`config.mk`:
```
export PLATFORM = sky130hd
export DESIGN_NAME = rfsa_queue
export DESIGN_NICKNAME = d
export VERILOG_FILES = /design/src/rtl/rfsa_pkg.sv /design/src/rtl/rfsa_queue.sv
export SDC_FILE = /design/constraint.sdc
export NUM_CORES = 1
export LEC_CHECK = 0
export ABC_AREA = 1
export BUFFER_PORTS_ARGS = -buffer_cell sky130_fd_sc_hd__buf_2
export CAP_MARGIN = 20
export CORE_MARGIN = 4
export CORE_UTILIZATION = 50
export CTS_CLUSTER_DIAMETER = 40
export DETAILED_ROUTE_END_ITERATION = 8
export GPL_TIMING_DRIVEN = 0
export PLACE_DENSITY = 0.71
export SETUP_SLACK_MARGIN = 0.02
export SLEW_MARGIN = 5
export SYNTH_ARGS = -nofsm -noshare
export SYNTH_HDL_FRONTEND = slang
export SYNTH_SLANG_ARGS = --single-unit
```
`constraint.sdc`:
```
create_clock -name clk -period 13.4 [get_ports clk]
set_clock_uncertainty 0.2 [all_clocks]
set_input_delay 2.68 -clock clk [delete_from_list [all_inputs] [get_ports clk]]
set_output_delay 2.68 -clock clk [all_outputs]
set_load 0.05 [all_outputs]
```
`src/rtl/rfsa_pkg.sv`:
```
// Shared widths, register codes, reset values and types of the range filter aggregator.
`default_nettype none
package rfsa_pkg;

  localparam int ACT_W    = 10;
  localparam int REGION_W = 8;
  localparam int CALL_W   = 14;
  localparam int RANK_W   = 24;
  localparam int TID_W    = 8;
  localparam int BYTES_W  = 32;
  localparam int CNT_W    = 32;
  localparam int TIME_W   = 40;
  localparam int TTOT_W   = 48;

  localparam int MATCH_W  = 16;
  localparam int CSUM_W   = 48;
  localparam int TSUM_W   = 56;
  localparam int BSUM_W   = 63;
  localparam int PROD_W   = BYTES_W + CNT_W;

  localparam int CFG_IDX_W  = 3;
  localparam int CFG_DATA_W = 48;

  localparam logic [CFG_IDX_W-1:0] REG_ACTIVITY   = 3'd0;
  localparam logic [CFG_IDX_W-1:0] REG_REGION     = 3'd1;
  localparam logic [CFG_IDX_W-1:0] REG_CALLSITE   = 3'd2;
  localparam logic [CFG_IDX_W-1:0] REG_RANK       = 3'd3;
  localparam logic [CFG_IDX_W-1:0] REG_THREAD     = 3'd4;
  localparam logic [CFG_IDX_W-1:0] REG_BYTES_LOW  = 3'd5;
  localparam logic [CFG_IDX_W-1:0] REG_BYTES_HIGH = 3'd6;

  localparam logic [2*ACT_W-1:0]    RST_ACTIVITY   = 20'hFFC00;
  localparam logic [2*REGION_W-1:0] RST_REGION     = 16'hFF00;
  localparam logic [2*CALL_W-1:0]   RST_CALLSITE   = 28'hFFFC000;
  localparam logic [2*RANK_W-1:0]   RST_RANK       = 48'hFFFFFF000000;
  localparam logic [2*TID_W-1:0]    RST_THREAD     = 16'hFF00;
  localparam logic [BYTES_W-1:0]    RST_BYTES_LOW  = 32'h0;
  localparam logic [BYTES_W-1:0]    RST_BYTES_HIGH = 32'hFFFFFFFF;

  localparam int TIME_BITS_DEF   = 40;
  localparam int QUEUE_DEPTH_DEF = 4;

  // One table entry as it arrives.
  typedef struct packed {
    logic [ACT_W-1:0]    activity;
    logic [REGION_W-1:0] region;
    logic [CALL_W-1:0]   callsite;
    logic [RANK_W-1:0]   rank;
    logic [TID_W-1:0]    thread_id;
    logic [BYTES_W-1:0]  msg_bytes;
    logic [CNT_W-1:0]    entry_count;
    logic [TIME_W-1:0]   entry_tmin;
    logic [TIME_W-1:0]   entry_tmax;
    logic [TTOT_W-1:0]   entry_ttot;
    logic                last_entry;
  } entry_t;

  // A classified entry waiting in the queue for the accumulators.
  typedef struct packed {
    logic               hit;
    logic               last;
    logic [BYTES_W-1:0] msg_bytes;
    logic [CNT_W-1:0]   count;
    logic [TIME_W-1:0]  tmin;
    logic [TIME_W-1:0]  tmax;
    logic [TTOT_W-1:0]  ttot;
  } item_t;

  typedef struct packed {
    logic [MATCH_W-1:0] match_total;
    logic [CSUM_W-1:0]  count_total;
    logic [TSUM_W-1:0]  time_total;
    logic [TIME_W-1:0]  time_minimum;
    logic [TIME_W-1:0]  time_maximum;
    logic [BSUM_W-1:0]  byte_total;
  } result_t;

endpackage
`default_nettype wire

```
`src/rtl/rfsa_queue.sv`:
```
// Short first-in first-out queue of classified items between front and back.
`default_nettype none
module rfsa_queue
  import rfsa_pkg::*;
#(
  parameter int DEPTH = QUEUE_DEPTH_DEF
) (
  input  wire logic  clk,
  input  wire logic  rst_n,
  input  wire logic  push_valid,
  output logic       push_ready,
  input  wire item_t push_item,
  output logic       pop_valid,
  input  wire logic  pop_ready,
  output item_t      pop_item
);

  localparam int AW = (DEPTH > 1) ? $clog2(DEPTH) : 1;

  item_t             slot_r [DEPTH];
  logic [AW-1:0]     wr_ptr_r, wr_ptr_nxt;
  logic [AW-1:0]     rd_ptr_r, rd_ptr_nxt;
  logic [AW:0]       fill_r, fill_nxt;
  logic              do_push, do_pop;

  assign push_ready = (fill_r != (AW+1)'(DEPTH));
  assign pop_valid  = (fill_r != '0);
  assign pop_item   = slot_r[rd_ptr_r];
  assign do_push    = push_valid && push_ready;
  assign do_pop     = pop_valid && pop_ready;

  always_comb begin
    wr_ptr_nxt = wr_ptr_r;
    rd_ptr_nxt = rd_ptr_r;
    fill_nxt   = fill_r;
    if (do_push) begin
      wr_ptr_nxt = (wr_ptr_r == AW'(DEPTH - 1)) ? '0 : wr_ptr_r + 1'b1;
    end
    if (do_pop) begin
      rd_ptr_nxt = (rd_ptr_r == AW'(DEPTH - 1)) ? '0 : rd_ptr_r + 1'b1;
    end
    if (do_push && !do_pop) begin
      fill_nxt = fill_r + 1'b1;
    end else if (do_pop && !do_push) begin
      fill_nxt = fill_r - 1'b1;
    end
  end

  always_ff @(posedge clk) begin
    if (!rst_n) begin
      wr_ptr_r <= '0;
      rd_ptr_r <= '0;
      fill_r   <= '0;
    end else begin
      wr_ptr_r <= wr_ptr_nxt;
      rd_ptr_r <= rd_ptr_nxt;
      fill_r   <= fill_nxt;
    end
  end

  always_ff @(posedge clk) begin
    if (do_push) begin
      slot_r[wr_ptr_r] <= push_item;
    end
  end

endmodule
`default_nettype wire

```
==> qor.txt <==
Reg2reg end = slot_r[3][65]
DRT iter0 DRCs = 1689
Number of setup buffers added after CTS = 0
Hold Startpoint = fill_r[0]
Hold Crit Endpoint = fill_r[0]
Yosys reg bits = 785
Hold WC Path Type = reg2reg
Outcome = finished clean
CTS Buffer Depth = 3
Pwr Total = 0.00892 W
Overflow after GRT = 0
Initial antenna violation count = 25
Starting Density = 50.4%
Max Cap Viol = 0
R2R Path Start = fill_r[1]
Routed wire length = 75300 um
Layout cells sized above 1 = 26.0%
Top-count cell post-synth = edfxtp_1
Place WS = 8.11 ns
TritonCTS buffer count = 101
Critical path fanouts, max = 10
TritonCTS clock tree = yes
Syn avg cell area = 14.9 um^2
Post-CTS resize count = 0
Ys async rst share = 0%
Mapped Cells = 1945
Final GP Congestion = 0.803
Largest net degree at the start of global routing = 28
Fin. max-slew vios = 0
Number of global-route vias before repair = 19000
Clock root buffer = clkbuf_16
Worst-Margin Slew = 0.750 ns
Setup violators final = 0
RSZ-0062 raised after global routing = no
First-pass GRT wire length = 112000 um
Syn_nets = 2150
Crit path cell chain = buf_6, inv_4, buf_2, buf_2, o21ai_1, o22ai_1, buf_2
Final net count = 2678
Synth area leaders = edfxtp_1 80%, o21ai_0 5.8%, nor2_1 5.2%
Hold_buf cts = 0
Most frequent cell on the critical path = buf_2
LEAKAGE = 12.8 nW
Area Growth Syn to Fin = 25.2%
Die W = 249 um
FF-to-FF path depth = 8
VDD IR max = 187 uV
Post-synth EDFFs = 776
Final Cycle Share = 42.4%
DRC = 0
Die height = 249 um
Setup TNS = 0 ns
CTS H-tree depth = 3
F_max = 0.176 GHz
Slowest stage cell, crit path = buf_2
Crit path capture type = output port
Power per Cell Area = 246 mW/mm^2
Synth Cell Area = 0.0290 mm^2
WHS = 0.314 ns
Fin worst setup slack = 7.72 ns
DPL Wire Length = 47500 um
IO Pins = 394
Final hold viol count = 0
Share of the synthesized area in the top cell type = 80.3%
Final min period = 5.68 ns
Synth Flop Type = edfxtp_1
Clock sink count = 785
Setup Crit Path Kind = reg2out
CP max stage delay = 0.42 ns
Number of synthesis warnings = 0
Pre-antenna DRT Iters = 5
CP Launch Type = register
Site Rows = 88
Die area = 0.0619 mm^2
DRT antenna net count = 0
Vias per cell = 5.70
Post-synth cell types = 20
IO buf count = 393
Core area = 0.0576 mm^2
Clk_lat worst skew = 0.64 ns
WL per Instance = 22.5 um
Critical path required time = 10.52 ns
Register area share after synthesis = 81.0%
Reg2Reg Setup Slack = 10.32 ns
Total track usage = 23.4%
CP arrival = 2.80 ns
Clock-pin slew on the worst setup and hold paths = 0.06 ns
Top post-synthesis cells by count = 776 x edfxtp_1, 405 x nor2_1, 336 x o21ai_0
Via count = 19100
Hold path cells = 2
Largest area contributor in the netlist = edfxtp_1
Max_slew headroom = 49.9%
-- state kept, by name, summed over array words and instances, names as in the netlist, named ones only --
signal    count
fill_r        3
rd_ptr_r      2
slot_r      776
wr_ptr_r      2
-- metrics by stage --
step	util [%]	area [um^2]	cells
2_1_floorplan	-	29000	1945
3_3_place_gp	55.4	31900	3103
3_5_place_dp	56.7	32600	3135
4_1_cts	63.0	36300	3324
5_1_grt	63.0	36300	3333
6_report	63.0	36300	3340
-- critical path, delay by kind of cell, from the launching register on --
kind	cells	cell delay [ns]
buf+inv	5	1.46
compound gates	2	0.35
flops	1	0.32
-- layout make-up --
cell class                      instances  area, um^2
Tap cell                              765         957
Antenna cell                           16        40.0
Clock buffer                          114        2610
Fill cell                            4115       21300
Buffer                                127         587
Inverter                               17        66.3
Sequential cell                       785       23500
Timing Repair Buffer                  425        2640
Clock inverter                         75        1030
Multi-Input combinational cell       1016        4900
-- how the worst max path moves through the flow --
stage	from	to	slack (ns)	cells after the start
3_5_place_dp	push_valid	slot_r[3][49]	8.11	7
5_1_grt	register	pop_item[22]	7.60	6
4_1_cts	register	pop_item[170]	7.67	7
2_1_floorplan	push_valid	slot_r[0][0]	1.54	2
6_report	register	pop_item[170]	7.72	7
3_3_place_gp	push_valid	slot_r[3][49]	-5.31	3
-- power by group --
group | switching (W) | internal [W]
clock | 0.00104 | 0.00180
combinational | 0.00239 | 0.000644
sequential | 0.0000604 | 0.00299
total | 0.00349 | 0.00543
-- logic make-up after synthesis --
kind of cell / after synthesis / synth area share [%]
fa+ha+maj: 7 / 0.328
flops: 785 / 81.0
compound gates: 586 / 10.9
buf+inv: 144 / 2.25
simple gates: 423 / 5.50
-- cells in the final DEF (no fill, tap or decap), drive strengths merged --
cell type / n
buf: 493
nor2: 405
nand3: 1
bufinv: 20
clkbuf: 173
nand2: 15
ha: 6
dfxtp: 9
inv: 26
fa: 1
nand4: 1
o21ai: 390
clkinvlp: 8
o22ai: 194
edfxtp: 776
nand3b: 1
clkinv: 38
diode: 16
a21oi: 2
-- layer usage --
metal | GRT usage (%) | share of wire (%) | wire length, um
met3 | 5.97 | 9.1 | 6840
met1 | 29.4 | 37 | 28100
met4 | 8.93 | 3.0 | 2280
met2 | 39.5 | 50 | 37900
met5 | 0 | 0.20 | 151
Note: power is estimated with default switching activity, not from simulation.
