==> src/rtl/rfsa_pkg.sv <==
// Shared widths, register codes, reset values and types of the range filter aggregator.
`default_nettype none
package rfsa_pkg;

  localparam int ACT_W    = 10;
  localparam int REGION_W = 8;
  localparam int CALL_W   = 14;
  localparam int RANK_W   = 24;
  localparam int TID_W    = 8;
  localparam int BYTES_W  = 32;
  localparam int CNT_W    = 32;
  localparam int TIME_W   = 40;
  localparam int TTOT_W   = 48;

  localparam int MATCH_W  = 16;
  localparam int CSUM_W   = 48;
  localparam int TSUM_W   = 56;
  localparam int BSUM_W   = 63;
  localparam int PROD_W   = BYTES_W + CNT_W;

  localparam int CFG_IDX_W  = 3;
  localparam int CFG_DATA_W = 48;

  localparam logic [CFG_IDX_W-1:0] REG_ACTIVITY   = 3'd0;
  localparam logic [CFG_IDX_W-1:0] REG_REGION     = 3'd1;
  localparam logic [CFG_IDX_W-1:0] REG_CALLSITE   = 3'd2;
  localparam logic [CFG_IDX_W-1:0] REG_RANK       = 3'd3;
  localparam logic [CFG_IDX_W-1:0] REG_THREAD     = 3'd4;
  localparam logic [CFG_IDX_W-1:0] REG_BYTES_LOW  = 3'd5;
  localparam logic [CFG_IDX_W-1:0] REG_BYTES_HIGH = 3'd6;

  localparam logic [2*ACT_W-1:0]    RST_ACTIVITY   = 20'hFFC00;
  localparam logic [2*REGION_W-1:0] RST_REGION     = 16'hFF00;
  localparam logic [2*CALL_W-1:0]   RST_CALLSITE   = 28'hFFFC000;
  localparam logic [2*RANK_W-1:0]   RST_RANK       = 48'hFFFFFF000000;
  localparam logic [2*TID_W-1:0]    RST_THREAD     = 16'hFF00;
  localparam logic [BYTES_W-1:0]    RST_BYTES_LOW  = 32'h0;
  localparam logic [BYTES_W-1:0]    RST_BYTES_HIGH = 32'hFFFFFFFF;

  localparam int TIME_BITS_DEF   = 40;
  localparam int QUEUE_DEPTH_DEF = 4;

  // One table entry as it arrives.
  typedef struct packed {
    logic [ACT_W-1:0]    activity;
    logic [REGION_W-1:0] region;
    logic [CALL_W-1:0]   callsite;
    logic [RANK_W-1:0]   rank;
    logic [TID_W-1:0]    thread_id;
    logic [BYTES_W-1:0]  msg_bytes;
    logic [CNT_W-1:0]    entry_count;
    logic [TIME_W-1:0]   entry_tmin;
    logic [TIME_W-1:0]   entry_tmax;
    logic [TTOT_W-1:0]   entry_ttot;
    logic                last_entry;
  } entry_t;

  // A classified entry waiting in the queue for the accumulators.
  typedef struct packed {
    logic               hit;
    logic               last;
    logic [BYTES_W-1:0] msg_bytes;
    logic [CNT_W-1:0]   count;
    logic [TIME_W-1:0]  tmin;
    logic [TIME_W-1:0]  tmax;
    logic [TTOT_W-1:0]  ttot;
  } item_t;

  typedef struct packed {
    logic [MATCH_W-1:0] match_total;
    logic [CSUM_W-1:0]  count_total;
    logic [TSUM_W-1:0]  time_total;
    logic [TIME_W-1:0]  time_minimum;
    logic [TIME_W-1:0]  time_maximum;
    logic [BSUM_W-1:0]  byte_total;
  } result_t;

endpackage
`default_nettype wire

==> src/rtl/rfsa_back.sv <==
// Back end: byte product stage, saturating accumulators and the result register.
`default_nettype none
module rfsa_back
  import rfsa_pkg::*;
#(
  parameter int TIME_BITS = TIME_BITS_DEF
) (
  input  wire logic  clk,
  input  wire logic  rst_n,
  input  wire logic  pop_valid,
  output logic       pop_ready,
  input  wire item_t pop_item,
  output logic       out_valid,
  input  wire logic  out_ready,
  output result_t    out_result
);

  // Only the low TW bits of a minimum or maximum time take part; a wider
  // setting adds nothing because the time fields themselves are TIME_W bits.
  localparam int TW = (TIME_BITS < TIME_W) ? TIME_BITS : TIME_W;

  logic              a_valid_r;
  item_t             a_item_r;
  logic [PROD_W-1:0] a_prod_r;

  logic [MATCH_W-1:0] acc_matches_r, matches_nxt;
  logic [CSUM_W-1:0]  acc_count_r, count_nxt;
  logic [TSUM_W-1:0]  acc_time_r, time_nxt;
  logic [TW-1:0]      acc_min_r, min_nxt;
  logic [TW-1:0]      acc_max_r, max_nxt;
  logic [BSUM_W-1:0]  acc_bytes_r, bytes_nxt;

  logic               out_valid_r;
  result_t            out_result_r;

  logic               advance;
  logic               finish;
  logic [CSUM_W:0]    count_sum;
  logic [TSUM_W:0]    time_sum;
  logic [BSUM_W:0]    bytes_sum;
  logic [TW-1:0]      tmin_tw, tmax_tw;

  // A last item may only retire once the result register is free.
  assign advance   = !(a_valid_r && a_item_r.last && out_valid_r && !out_ready);
  assign pop_ready = advance;
  assign finish    = advance && a_valid_r && a_item_r.last;

  always_comb begin
    count_sum = {1'b0, acc_count_r} + (CSUM_W+1)'(a_item_r.count);
    time_sum  = {1'b0, acc_time_r} + (TSUM_W+1)'(a_item_r.ttot);
    bytes_sum = {1'b0, acc_bytes_r} + {1'b0, a_prod_r[BSUM_W-1:0]};
    tmin_tw   = a_item_r.tmin[TW-1:0];
    tmax_tw   = a_item_r.tmax[TW-1:0];

    matches_nxt = acc_matches_r;
    count_nxt   = acc_count_r;
    time_nxt    = acc_time_r;
    min_nxt     = acc_min_r;
    max_nxt     = acc_max_r;
    bytes_nxt   = acc_bytes_r;
    if (a_item_r.hit) begin
      matches_nxt = (acc_matches_r == '1) ? acc_matches_r : acc_matches_r + 1'b1;
      count_nxt   = count_sum[CSUM_W] ? '1 : count_sum[CSUM_W-1:0];
      time_nxt    = time_sum[TSUM_W] ? '1 : time_sum[TSUM_W-1:0];
      if (a_prod_r[PROD_W-1] || bytes_sum[BSUM_W]) begin
        bytes_nxt = '1;
      end else begin
        bytes_nxt = bytes_sum[BSUM_W-1:0];
      end
      if (tmin_tw < acc_min_r) begin
        min_nxt = tmin_tw;
      end
      if (tmax_tw > acc_max_r) begin
        max_nxt = tmax_tw;
      end
    end
  end

  always_ff @(posedge clk) begin
    if (!rst_n) begin
      a_valid_r <= 1'b0;
    end else if (advance) begin
      a_valid_r <= pop_valid;
    end
  end

  always_ff @(posedge clk) begin
    if (advance && pop_valid) begin
      a_item_r <= pop_item;
      a_prod_r <= pop_item.msg_bytes * pop_item.count;
    end
  end

  always_ff @(posedge clk) begin
    if (!rst_n || finish) begin
      acc_matches_r <= '0;
      acc_count_r   <= '0;
      acc_time_r    <= '0;
      acc_min_r     <= '1;
      acc_max_r     <= '0;
      acc_bytes_r   <= '0;
    end else if (advance && a_valid_r) begin
      acc_matches_r <= matches_nxt;
      acc_count_r   <= count_nxt;
      acc_time_r    <= time_nxt;
      acc_min_r     <= min_nxt;
      acc_max_r     <= max_nxt;
      acc_bytes_r   <= bytes_nxt;
    end
  end

  always_ff @(posedge clk) begin
    if (!rst_n) begin
      out_valid_r <= 1'b0;
    end else if (finish) begin
      out_valid_r <= 1'b1;
    end else if (out_ready) begin
      out_valid_r <= 1'b0;
    end
  end

  always_ff @(posedge clk) begin
    if (finish) begin
      out_result_r.match_total  <= matches_nxt;
      out_result_r.count_total  <= count_nxt;
      out_result_r.time_total   <= time_nxt;
      out_result_r.time_minimum <= TIME_W'(min_nxt);
      out_result_r.time_maximum <= TIME_W'(max_nxt);
      out_result_r.byte_total   <= bytes_nxt;
    end
  end

  assign out_valid  = out_valid_r;
  assign out_result = out_result_r;

endmodule
`default_nettype wire

==> config.mk <==
export PLATFORM = sky130hd
export DESIGN_NAME = rfsa_back
export DESIGN_NICKNAME = d
export VERILOG_FILES = /design/src/rtl/rfsa_pkg.sv /design/src/rtl/rfsa_back.sv
export SDC_FILE = /design/constraint.sdc
export NUM_CORES = 2
export LEC_CHECK = 0
export ABC_AREA = 0
export BUFFER_PORTS_ARGS = -buffer_cell sky130_fd_sc_hd__buf_2
export CAP_MARGIN = 20
export CORE_ASPECT_RATIO = 0.7
export CORE_MARGIN = 5
export CORE_UTILIZATION = 55
export DETAILED_ROUTE_END_ITERATION = 8
export PLACE_DENSITY = 0.81
export SLEW_MARGIN = 20
export SYNTH_ARGS = -nofsm -noshare
export SYNTH_HDL_FRONTEND = slang
export SYNTH_SLANG_ARGS = --single-unit
==> constraint.sdc <==
create_clock -name clk -period 42.2 [get_ports clk]
set_clock_uncertainty 0.2 [all_clocks]
set_input_delay 0 -clock clk [delete_from_list [all_inputs] [get_ports clk]]
set_output_delay 0 -clock clk [all_outputs]
set_load 0.005 [all_outputs]
==> impl_metrics.ini <==
[sta]
slew_viol_final = 0
setup_viol = 0
finalCriticalPeriod_ns = 8.703
relSlewSlack_pct = 25.46
fin_crit_sh_pct = 20.62
fmax_mhz = 114.9
setup_tns_ns = 0
rsz0062_at_grt = no
worstMarginPinSlew_ns = 1.118
final_hold_viol_count = 0

[die]
core_area_um2 = 128100
row_count = 110
initial_utilization_pct = 55.20
die_area_um2 = 136000
io_pins = 463
fp.dieH_um = 310.0
die_w_um = 438.6

[clocking]
ctsRootBufferMaster = clkbuf_16
numCtsBuffers = 78
clockBufferDepth = 3
cts-resized-gates = 0
path_clk_slew_ns = 0.06
cts.sinks = 754
htreeDepth = 3
cts_tree = done
clock_latency_ns = 0.67

[route]
drt-pass1-iter-count = 8
wl_met3_um = 26360
met2_length_um = 93480
drc = 0
route.vias.total = 55963
viasPerCell = 5.923
wl_per_cell_um = 23.06
top_layer = met5
wl_um = 217900
drt-initial-drc-count = 5619
ant_nets = 0
wl_met1_um = 85940

[run]
max_cap_viol_count = 0

[synthesis]
synthArstFlopShare_pct = 0
synthAdderAreaFrac_pct = 34.04
syn-instance-count = 7170
synth_ff_type = edfxtp_1
synth_edf_count = 489
seq_area_frac_synth_pct = 28.26
synth-xor-area-share_pct = 2.724
synth_top_family_by_area = adder cells
synth.cell_area_um2 = 70730
synth-seq-cells = 754
synthesis.nets = 8753
synth-simple-area-share_pct = 14.17
ys_warn_count = 0
synth.area.mux_share_pct = 1.951
yosysUniqueCellTypes = 95
synth_compound_area_share_pct = 11.21
avgSynthCellArea_um2 = 9.865

[placement]
place_congestion = 0.9535
dp_hpwl_um = 151500
io_buffer_count = 462

[layout]
drive_gt1_share_pct = 9.949
final_nets = 9219
area.growth.synth_to_final_pct = 12.53

[setup_path]
cp.required_ns = 42.40
worstPathCellList = dlygate4sd3_1, buf_2, nand2_1, fa_1, inv_1, fa_1, fa_1, fa_1, fa_1, fa_1, fa_1, fa_1, ha_1, a21oi_1, o21ai_0, o2111a_1, a2bb2oi_1, nand2_1, o21ai_1, o31ai_1, o21ai_1, a221oi_1, xnor2_1
cpMostUsedCell = fa_1
cp_slowest_stage_delay_ns = 0.82
cp_slowest_cell = buf_2
cp-start-kind = input pin
worst-setup-path-type = in -> reg
crit_fanout = 33
reg2reg_setup_slack_ns = 37.33
endpoint_kind = register
cp.arrival_ns = 8.90

[global_routing]
antenna_found_initial = 18
grt_pass1_vias = 58145
grt_max_degree = 163
overflow = 0
grt_usage_pct = 31.71
grt_pass1_wl_um = 335500

[run_status]
run_status = completed

[hold_path]
hold_class = in -> reg
[worst paths after layout]
check / to / from / cells after the start
worst min register to register: acc_max_r[32] / acc_max_r[32] / 2
worst max-delay path: a_prod_r[63] / pop_item[151] / 23
worst max register to register: out_result[163] / acc_time_r[0] / 13
worst min-delay path: a_prod_r[1] / pop_item[161] / 3
[what timing repair did]
action,in CTS,in global routing
buffers inserted,0,0
hold buffers,297,0
endpoints found under the setup margin,0,0
hold endpoints to repair,212,0
[cell usage in the layout (no fill, tap or decap), types with 16 or more instances in the layout]
cell	instances
nor3_1	43
ha_1	486
clkbuf_16	79
fa_1	899
nand3_1	66
o21ai_0	215
nand2b_1	23
buf_2	462
nand4_1	79
a21o_1	139
mux2i_1	85
mux2_2	47
nand2_1	843
o221a_1	16
a31oi_1	36
dlygate4sd3_1	297
buf_4	20
o21a_1	26
a211oi_1	45
inv_1	1021
clkinv_2	17
a21oi_1	375
o21bai_1	47
o22a_1	67
dfxtp_1	265
and2_1	573
edfxtp_1	489
nor2b_1	26
o221a_2	60
o211ai_1	19
xor2_1	76
and3_1	34
nor2_1	313
xnor2_1	144
[synthesized netlist by cell type (38+ instances only)]
cell type,number,area share [%]
inv_1,1021,5.4
nand4_1,79,0.70
clkbuf_1,357,1.9
o21bai_1,47,0.50
nand3_1,66,0.47
o22a_1,67,0.83
nand2_1,843,4.5
xnor2_1,144,1.8
xor2_1,76,0.94
o21ai_0,215,1.5
a21o_1,139,1.5
mux2i_1,85,1.2
o221a_2,60,0.96
nor2_1,314,1.7
dfxtp_1,265,7.5
ha_1,486,8.6
nor3_1,43,0.30
mux2_2,47,0.75
fa_1,899,25
a31oi_1,38,0.34
a21oi_1,375,2.7
edfxtp_1,489,21
and2_1,575,5.1
a211oi_1,45,0.48
[through the flow]
| stage | util [%] | hold WS (ns) | area, um^2 | instances | setup WS (ns) |
|---|---|---|---|---|---|
| floorplan | - | -0.1011 | 70730 | 7170 | 28.45 |
| global placement | 57.70 | -0.02331 | 73940 | 8995 | 33.69 |
| detailed placement | 57.70 | -0.02190 | 73940 | 8995 | 33.61 |
| CTS | 62.08 | 0.1150 | 79550 | 9435 | 33.69 |
| global route | 62.11 | 0.1783 | 79590 | 9446 | 33.14 |
| finish | 62.12 | 0.1917 | 79590 | 9448 | 33.50 |
[state kept, by name (all words and copies together) (netlist names)]
| register | count |
|---|---|
| out_result | 263 |
| a_item_r | 82 |
| a_prod_r | 64 |
| acc_bytes_r | 63 |
| acc_time_r | 56 |
| acc_count_r | 48 |
| acc_max_r | 40 |
| acc_min_r | 40 |
| tmax_tw | 40 |
| tmin_tw | 40 |
| acc_matches_r | 16 |
| a_valid_r | 1 |
| out_valid | 1 |
[critical path, delay by kind of cell]
| family | cells | cell delay, ns |
|---|---|---|
| AOI/OAI and AO/OA | 8 | 2.37 |
| xor gates and xnor gates | 1 | 0.11 |
| adders and majority gates | 9 | 4.47 |
| buffers and inverters | 3 | 1.46 |
| and+or+nand+nor | 2 | 0.44 |
[logic make-up after synthesis]
family | Yosys count
xor+xnor | 220
buf+inv | 1417
fa+ha+maj | 1385
flops | 754
simple gates | 2072
compound gates | 1190
mux | 132
[metal layers]
metal | vias to the layer above | track usage [%]
met2 | 3374 | 47.30
met3 | 713 | 10.34
li1 | 24448 | -
met1 | 27416 | 42.44
met5 | - | 0
met4 | 12 | 14.59
[cell type report]
| class | count | area [um^2] |
|---|---|---|
| clock inverter | 43 | 494.2 |
| antenna | 13 | 32.53 |
| clock buffer | 100 | 2146 |
| sequential | 754 | 19990 |
| timing repair buffer | 782 | 5495 |
| tap | 1736 | 2172 |
| fill | 10009 | 48540 |
| multi-input combinational | 4999 | 45430 |
| inverter | 1021 | 3832 |
Power is left out: the tool's default activity adds up to more than one toggle a clock period on the data nets, which glitch-free logic cannot reach.
