==> config.mk <==
export PLATFORM = sky130hd
export DESIGN_NAME = rfsa_front
export DESIGN_NICKNAME = d
export VERILOG_FILES = /design/src/rtl/rfsa_pkg.sv /design/src/rtl/rfsa_front.sv
export SDC_FILE = /design/constraint.sdc
export NUM_CORES = 1
export LEC_CHECK = 0
export BUFFER_PORTS_ARGS = -buffer_cell sky130_fd_sc_hd__buf_2
export CAP_MARGIN = 20
export CORE_AREA = 3 3 198 200
export CTS_CLUSTER_SIZE = 24
export DETAILED_ROUTE_END_ITERATION = 8
export DIE_AREA = 0 0 201 203
export PLACE_DENSITY = 0.72
export SLEW_MARGIN = 20
export SYNTH_ARGS = -nofsm -noshare
export SYNTH_HDL_FRONTEND = slang
export SYNTH_SLANG_ARGS = --single-unit
export TNS_END_PERCENT = 20
==> constraint.sdc <==
create_clock -name clk -period 2.4 [get_ports clk]
set_input_delay 0.24 -clock clk [delete_from_list [all_inputs] [get_ports clk]]
set_output_delay 0.24 -clock clk [all_outputs]
set_load 0.01 [all_outputs]
==> src/rtl/rfsa_pkg.sv <==
// Shared widths, register codes, reset values and types of the range filter aggregator.
`default_nettype none
package rfsa_pkg;

  localparam int ACT_W    = 10;
  localparam int REGION_W = 8;
  localparam int CALL_W   = 14;
  localparam int RANK_W   = 24;
  localparam int TID_W    = 8;
  localparam int BYTES_W  = 32;
  localparam int CNT_W    = 32;
  localparam int TIME_W   = 40;
  localparam int TTOT_W   = 48;

  localparam int MATCH_W  = 16;
  localparam int CSUM_W   = 48;
  localparam int TSUM_W   = 56;
  localparam int BSUM_W   = 63;
  localparam int PROD_W   = BYTES_W + CNT_W;

  localparam int CFG_IDX_W  = 3;
  localparam int CFG_DATA_W = 48;

  localparam logic [CFG_IDX_W-1:0] REG_ACTIVITY   = 3'd0;
  localparam logic [CFG_IDX_W-1:0] REG_REGION     = 3'd1;
  localparam logic [CFG_IDX_W-1:0] REG_CALLSITE   = 3'd2;
  localparam logic [CFG_IDX_W-1:0] REG_RANK       = 3'd3;
  localparam logic [CFG_IDX_W-1:0] REG_THREAD     = 3'd4;
  localparam logic [CFG_IDX_W-1:0] REG_BYTES_LOW  = 3'd5;
  localparam logic [CFG_IDX_W-1:0] REG_BYTES_HIGH = 3'd6;

  localparam logic [2*ACT_W-1:0]    RST_ACTIVITY   = 20'hFFC00;
  localparam logic [2*REGION_W-1:0] RST_REGION     = 16'hFF00;
  localparam logic [2*CALL_W-1:0]   RST_CALLSITE   = 28'hFFFC000;
  localparam logic [2*RANK_W-1:0]   RST_RANK       = 48'hFFFFFF000000;
  localparam logic [2*TID_W-1:0]    RST_THREAD     = 16'hFF00;
  localparam logic [BYTES_W-1:0]    RST_BYTES_LOW  = 32'h0;
  localparam logic [BYTES_W-1:0]    RST_BYTES_HIGH = 32'hFFFFFFFF;

  localparam int TIME_BITS_DEF   = 40;
  localparam int QUEUE_DEPTH_DEF = 4;

  // One table entry as it arrives.
  typedef struct packed {
    logic [ACT_W-1:0]    activity;
    logic [REGION_W-1:0] region;
    logic [CALL_W-1:0]   callsite;
    logic [RANK_W-1:0]   rank;
    logic [TID_W-1:0]    thread_id;
    logic [BYTES_W-1:0]  msg_bytes;
    logic [CNT_W-1:0]    entry_count;
    logic [TIME_W-1:0]   entry_tmin;
    logic [TIME_W-1:0]   entry_tmax;
    logic [TTOT_W-1:0]   entry_ttot;
    logic                last_entry;
  } entry_t;

  // A classified entry waiting in the queue for the accumulators.
  typedef struct packed {
    logic               hit;
    logic               last;
    logic [BYTES_W-1:0] msg_bytes;
    logic [CNT_W-1:0]   count;
    logic [TIME_W-1:0]  tmin;
    logic [TIME_W-1:0]  tmax;
    logic [TTOT_W-1:0]  ttot;
  } item_t;

  typedef struct packed {
    logic [MATCH_W-1:0] match_total;
    logic [CSUM_W-1:0]  count_total;
    logic [TSUM_W-1:0]  time_total;
    logic [TIME_W-1:0]  time_minimum;
    logic [TIME_W-1:0]  time_maximum;
    logic [BSUM_W-1:0]  byte_total;
  } result_t;

endpackage
`default_nettype wire

==> src/rtl/rfsa_front.sv <==
// Front end: bound registers and classification of each entry against them.
`default_nettype none
module rfsa_front
  import rfsa_pkg::*;
(
  input  wire logic                  clk,
  input  wire logic                  rst_n,
  input  wire logic                  cfg_valid,
  input  wire logic [CFG_IDX_W-1:0]  cfg_index,
  input  wire logic [CFG_DATA_W-1:0] cfg_wdata,
  input  wire logic                  in_valid,
  output logic                       in_ready,
  input  wire entry_t                in_entry,
  output logic                       push_valid,
  input  wire logic                  push_ready,
  output item_t                      push_item
);

  logic [2*ACT_W-1:0]    act_bounds_r;
  logic [2*REGION_W-1:0] region_bounds_r;
  logic [2*CALL_W-1:0]   call_bounds_r;
  logic [2*RANK_W-1:0]   rank_bounds_r;
  logic [2*TID_W-1:0]    tid_bounds_r;
  logic [BYTES_W-1:0]    bytes_low_r;
  logic [BYTES_W-1:0]    bytes_high_r;
  logic                  hit;

  always_ff @(posedge clk) begin
    if (!rst_n) begin
      act_bounds_r    <= RST_ACTIVITY;
      region_bounds_r <= RST_REGION;
      call_bounds_r   <= RST_CALLSITE;
      rank_bounds_r   <= RST_RANK;
      tid_bounds_r    <= RST_THREAD;
      bytes_low_r     <= RST_BYTES_LOW;
      bytes_high_r    <= RST_BYTES_HIGH;
    end else if (cfg_valid) begin
      case (cfg_index)
        REG_ACTIVITY:   act_bounds_r    <= cfg_wdata[2*ACT_W-1:0];
        REG_REGION:     region_bounds_r <= cfg_wdata[2*REGION_W-1:0];
        REG_CALLSITE:   call_bounds_r   <= cfg_wdata[2*CALL_W-1:0];
        REG_RANK:       rank_bounds_r   <= cfg_wdata[2*RANK_W-1:0];
        REG_THREAD:     tid_bounds_r    <= cfg_wdata[2*TID_W-1:0];
        REG_BYTES_LOW:  bytes_low_r     <= cfg_wdata[BYTES_W-1:0];
        REG_BYTES_HIGH: bytes_high_r    <= cfg_wdata[BYTES_W-1:0];
        default: ;
      endcase
    end
  end

  // An entry with a nonzero count hits when each key field sits inside its
  // inclusive bounds; a low bound above the high bound rejects every entry.
  always_comb begin
    hit = (in_entry.entry_count != '0)
      && (in_entry.activity >= act_bounds_r[ACT_W-1:0])
      && (in_entry.activity <= act_bounds_r[2*ACT_W-1:ACT_W])
      && (in_entry.region >= region_bounds_r[REGION_W-1:0])
      && (in_entry.region <= region_bounds_r[2*REGION_W-1:REGION_W])
      && (in_entry.callsite >= call_bounds_r[CALL_W-1:0])
      && (in_entry.callsite <= call_bounds_r[2*CALL_W-1:CALL_W])
      && (in_entry.rank >= rank_bounds_r[RANK_W-1:0])
      && (in_entry.rank <= rank_bounds_r[2*RANK_W-1:RANK_W])
      && (in_entry.thread_id >= tid_bounds_r[TID_W-1:0])
      && (in_entry.thread_id <= tid_bounds_r[2*TID_W-1:TID_W])
      && (in_entry.msg_bytes >= bytes_low_r)
      && (in_entry.msg_bytes <= bytes_high_r);

    push_item.hit       = hit;
    push_item.last      = in_entry.last_entry;
    push_item.msg_bytes = in_entry.msg_bytes;
    push_item.count     = in_entry.entry_count;
    push_item.tmin      = in_entry.entry_tmin;
    push_item.tmax      = in_entry.entry_tmax;
    push_item.ttot      = in_entry.entry_ttot;
  end

  assign push_valid = in_valid;
  assign in_ready   = push_ready;

endmodule
`default_nettype wire

==> metrics.txt, run 1 <==
status finished with violations; failing checks negative setup slack; CP Depth 10; crit path DAT 2.61 ns; clk slew on worst S/H paths 0.08 ns; maximum VDD drop around 0.00042 V; worst-path fanout max 2; # H-tree levels 4; Ys Warns 0; Max clock buf depth 2; Max Slew Vio Count 0; syn_nets 2,126; die width 201 µm; core area 37,600 µm²; fraction of layout cells with a size suffix above 1 ~26%; top_reg_cell synth dfxtp_1; Die Span Y between 200 and 250 µm; number of vias in the routed layout 11,097; WS Path Type register to output port; I/O pin cnt 509; final setup fails 1; nets between 2,000 and 2,500; Finished Core Util 40.1%; FP Rows 71; overall power around 7.5 mW; Die ar. 40,800 µm²; #FFs+latches synth between 150 and 200; skew final 0 ns; endpoints failing hold 0; global-route wire length before repair 59.0 mm; RePlAce Congestion 0.879; placed cell area between 10,000 and 15,000 µm²; CP peak stage delay 0.43 ns; most frequent cells in the layout nand2_1 (332), buf_2 (245), inv_1 (182), dfxtp_1 (181), ha_1 (177); Via density 4.87; Clk Latency, worst-skew pair about 0.44 ns; Final Cycle Share 119%; worst-margin pin slew around 0.55 ns; Mapped Cells between 1,500 and 2,000; R2R cell count 4; CTS buffer count 17; final cell area excluding filler cells between 15,000 and 20,000 µm²; # DRC 0; Crit path required time around 2.2 ns; largest net degree at the start of global routing 72; WL final 39.0 mm; Top Family by Delay on Critical Path compound AO/OA/AOI/OAI gates; Root Driver clkbuf_16; Routed Antenna Nets 0; Netlist cell types 43; crit path time final 2.85 ns; hold path depth 3; clock sinks about 190; WL/cell 17.1 µm; hold crit path type input pin to register; commonest non-fill, non-tap cell in the layout nand2_1; unrepaired setup endpoints after global routing yes; Pre-antenna DRT Iters 5; layout overhead on the synthesized area 16.0%; R2R setup slack around 1.6 ns; P_leak between 6 and 7 nW; Critical Path Sink Type output port; IO Port Bufs between 200 and 250; vias in the first global route 10,857; maxcap violations 0; worst path bufs/invs 3; GRT overflow 0; Non-Filler Instances ~2,300; Starting Density between 30% and 40%; CTS tree yes; Initial DRC Count 499; final setup margin -0.454 ns; initial antenna violation count 12; Post-Place Cells 2,229; DP HPWL 29.3 mm; Worst setup SP type register; Avg Inst Size Synth 8.02 µm²; PD cells between 500 and 600 nW/µm²; share of flip-flops with an asynchronous set or reset 0%; Total GRT Usage 18.3%; Max Freq 350 MHz; sequential area share after synthesis roughly 30%; worst-path cell chain inv_1 -> ha_1 -> o2111ai_1 -> o21ai_1 -> a221oi_1 -> a2111oi_1 -> buf_4 -> nand4_1 -> nor4_2 -> buf_2; Synth Cell Area between 10,000 and 15,000 µm²; slowest stage cell, crit path a2111oi_1; Post-synth EDFFs 0; Rel. slew slack between 60 and 70%
==> area by class of cell <==
| type | count | area [µm²] |
|---|---|---|
| antenna | 8 | 20.0 |
| fill | 3765 | 22500 |
| sequential | 192 | 3860 |
| multi-input combinational | 986 | 7120 |
| timing repair buffer | 360 | 2140 |
| tap | 511 | 639 |
| clock buffer | 19 | 453 |
| inverter | 191 | 717 |
| clock inverter | 13 | 128 |
==> synth_stat cells (all sizes together), types with 2 or more instances <==
cell type,number,share of area [%]
nand3,23,0.89
dfxtp,192,30
nor3,6,0.23
a21boi,97,5.6
a221oi,4,0.32
nor2,23,0.66
nand4,24,1.3
inv,191,5.5
ha,192,18
and3,2,0.096
o211ai,96,5.5
clkbuf,51,1.5
o21ai,24,0.92
o21a,5,0.29
o2111ai,3,0.20
o41ai,2,0.13
a21o,28,1.6
a31oi,4,0.19
a2111oi,8,0.54
a211o,3,0.20
nor2b,6,0.29
nor4,15,0.89
buf,201,12
a21oi,56,2.2
nand2b,13,0.63
a211oi,8,0.46
nand2,332,9.6
and4,3,0.20
==> tightest hold or removal path: cells and delay by family <==
kind	cells	cell delay, ns
AO/OA/AOI/OAI	1	0.07
buffers and inverters	1	0.08
AND/OR/NAND/NOR	1	0.04
==> metal layers <==
metal	wire, µm	GRT usage, %	part of all wire (%)
met1	17200	22.7	44
met2	18900	31.4	48
met3	2110	4.44	5.4
met4	814	5.60	2.1
met5	58	0	0.15
==> worst paths after layout <==
kind,startpoint,end
setup / recovery,act_bounds_r[5],push_item[193]
hold / removal,cfg_wdata[45],rank_bounds_r[45]
setup reg to reg,rank_bounds_r[47],rank_bounds_r[47]
hold reg to reg,bytes_low_r[14],bytes_low_r[14]
==> stage by stage <==
| step | setup TNS, ns | worst slack [ns] | hold WS (ns) |
|---|---|---|---|
| final | -0.454 | -0.454 | 0.0280 |
| after detailed placement | -0.197 | -0.197 | 0.446 |
| after global routing | -0.553 | -0.553 | 0.00855 |
| after CTS | -0.487 | -0.487 | 0.0000851 |
| after floorplan | 0 | 0.173 | 0.364 |
| after global placement | -0.210 | -0.210 | 0.443 |
==> where the power goes <==
part	internal (mW)	leakage, nW	switching (mW)	total (mW)
Combinational	0.588	5.08	0.749	1.34
Sequential	3.27	1.56	0.0324	3.31
Clock	1.51	0.283	1.40	2.91
==> cell families after synthesis <==
family | Yosys count | synth area share [%]
AOI/OAI and AO/OA | 344 | 18.6
adders and majority gates | 192 | 18.5
buffers and inverters | 443 | 18.5
DFF | 192 | 29.6
and+or+nand+nor | 450 | 14.9
==> sequential cells by signal (all words and copies together), names as in the netlist <==
name / count
bytes_high_r: 32
act_bounds_r: 20
call_bounds_r: 28
rank_bounds_r: 48
bytes_low_r: 32
tid_bounds_r: 16
region_bounds_r: 16
==> timing repair <==
item	CTS	global route
hold buffers	1	0
endpoints found under the hold margin	1	0
endpoints found under the setup margin	1	1
gates resized for setup	35	33
pin swaps	21	22
setup buffers	4	6
(Power assumes the default switching activity.)
==> run 2, diff against run 1 <==
--- a/config.mk
+++ b/config.mk
@@ -11,7 +11,7 @@
 export CTS_CLUSTER_SIZE = 24
 export DETAILED_ROUTE_END_ITERATION = 8
 export DIE_AREA = 0 0 201 203
-export PLACE_DENSITY = 0.72
+export PLACE_DENSITY_LB_ADDON = 0.12
 export SLEW_MARGIN = 20
 export SYNTH_ARGS = -nofsm -noshare
 export SYNTH_HDL_FRONTEND = slang
==> constraint.sdc (replaced) <==
create_clock -name clk -period 2.7 [get_ports clk]
set_input_delay 0.27 -clock clk [delete_from_list [all_inputs] [get_ports clk]]
set_output_delay 0.27 -clock clk [all_outputs]
set_load 0.01 [all_outputs]
==> metrics.txt, run 2 (synthesis gave the netlist of run 1 again) <==
Total Neg Setup Slack -0.205 ns (+0.250 ns); I/O pin cnt 509 (unchanged); Root Driver clkbuf_16; WS Path Type register to output port; Max clock buf depth 2 (unchanged); final setup fails 1 (unchanged); IO Port Bufs 246 (unchanged); Final Cycle Share 108%; RePlAce Congestion 0.803 (-8.6%); nets 2,172 (-3.6%); status finished with violations; Post-Place Worst Slack -0.282 ns (-0.0846 ns); crit path time final 2.90 ns; unrepaired setup endpoints after global routing yes; Starting Density 34.6% (unchanged); # H-tree levels 4 (unchanged); largest net degree at the start of global routing 106 (+47%); failing checks negative setup slack; hold crit path type input pin to register; Routed Antenna Nets 0 (unchanged); NetSw 1.85 mW (-15%); commonest non-fill, non-tap cell in the layout nand2_1; Int Power 4.83 mW (-10%); clock power share 39.7% (+1.2 points); worst-margin pin slew 0.558 ns (+0.00797 ns); P_leak 6.52 nW (-5.9%); endpoints failing hold 0 (unchanged); worst-path fanout max 2 (unchanged); combinational share of power 16.3% (-1.4 points); skew final 0 ns (unchanged); final setup margin -0.205 ns (+0.250 ns); Flop pwr share 44.0% (+0.2 points); Initial DRC Count 430 (-14%); Max Freq 344 MHz; PD cells 465 nW/µm² (-7.2%); Critical Path Sink Type output port; WL final 37.8 mm (-3.2%); final cell area excluding filler cells 14,400 µm² (-4.6%); biggest regs rank_bounds_r x48, bytes_high_r x32, bytes_low_r x32; maxcap violations 0 (unchanged); Die Span Y 203 µm (unchanged); core area 37,600 µm² (unchanged); die width 201 µm (unchanged); maximum VDD drop 0.000410 V (-3.3%); Pre-antenna DRT Iters 5 (unchanged); Clk Latency, worst-skew pair 0.43 ns (about the same); CTS tree yes; crit path DAT 2.63 ns (+0.02 ns); Most flops, register rank_bounds_r; sw frac 27.7% (-1.1 points); Rel. slew slack 62.7% (-0.53 points); FP Rows 71 (unchanged); initial antenna violation count 3 (-9); vias in the first global route 10,014 (-7.8%); layout overhead on the synthesized area 10.6%; Total GRT Usage 18.2% (-0.084 points); clock sinks 192 (unchanged); most frequent cells in the layout nand2_1 (331), buf_2 (244), dfxtp_1 (189), inv_1 (184), ha_1 (181); fraction of layout cells with a size suffix above 1 21.3% (-4.7 points); clk slew on worst S/H paths 0.07 ns (about the same); global-route wire length before repair 57.8 mm (-2.0%); number of vias in the routed layout 10,350 (-6.7%); WL/cell 17.2 µm (+0.66%); overall power 6.68 mW (-12%); Largest register FFs 48 (unchanged); GRT overflow 0 (unchanged); Max Slew Vio Count 0 (unchanged); WHS 0.0552 ns (+0.0272 ns); DP HPWL 28.3 mm (-3.4%); Die ar. 40,800 µm² (unchanged); CTS buffer count 17 (unchanged); Worst setup SP type register; Crit path required time 2.43 ns (+0.27 ns); # DRC 0 (unchanged); hold_buf cts 0 (-1); Via density 4.72 (-3.0%); placed cell area 13,500 µm² (-3.9%)
[run 2: repair_timing]
item                                    4_1_cts  5_1_grt
resized for setup                            31       19
pin swaps                                    14       13
buffers inserted                              1        2
endpoints found under the setup margin        1        1
[run 2: final timing paths]
kind	from	end	slack (ns)	depth (start not counted)
worst max-delay path	bytes_high_r[17]	push_item[193]	-0.20	10
worst min-delay path	cfg_wdata[39]	rank_bounds_r[39]	0.06	3
worst max register to register	bytes_high_r[17]	bytes_high_r[17]	1.98	3
worst min register to register	region_bounds_r[5]	region_bounds_r[5]	0.45	2
[run 2: per-stage QoR]
step	std cells	util (%)
4_1_cts	2189	38.0
5_1_grt	2191	38.3
3_3_place_gp	2156	35.9
3_5_place_dp	2156	35.9
6_report	2192	38.3
2_1_floorplan	1621	-
[run 2: per-layer routing]
metal	GRT usage, %	part of all wire (%)
met1	24.4	48
met2	30.3	47
met3	3.75	4.6
met4	3.86	1.1
met5	0	0.090
[run 2: power by group through the flow]
stage | sequential [mW] | clock, mW | combinational (mW)
after floorplan | 3.00 | 0 | 0.817
after global placement | 3.00 | 0 | 1.05
after detailed placement | 3.00 | 0 | 1.06
after CTS | 2.94 | 2.74 | 1.09
after global routing | 2.94 | 2.85 | 1.24
final | 2.94 | 2.65 | 1.09
[run 2: critical path, stage by stage (launching register included)]
cell and delay, ns:
dfxtp_2 0.32, inv_2 0.06, ha_4 0.20, a21o_1 0.15
a221o_1 0.36, a221oi_2 0.22, o211ai_1 0.18, a2bb2oi_2 0.17
nand4_1 0.11, nor4_2 0.26, buf_4 0.18
[run 2: area by class of cell]
| class | instances | area, µm² |
|---|---|---|
| diodes | 1 | 2.50 |
| clock buffers | 19 | 433 |
| clock inverters | 13 | 161 |
| fillers | 3940 | 23200 |
| inverters | 191 | 717 |
| multi-input cells | 986 | 7050 |
| flip-flops and latches | 192 | 3850 |
| well taps | 511 | 639 |
| repair buffers | 279 | 1530 |
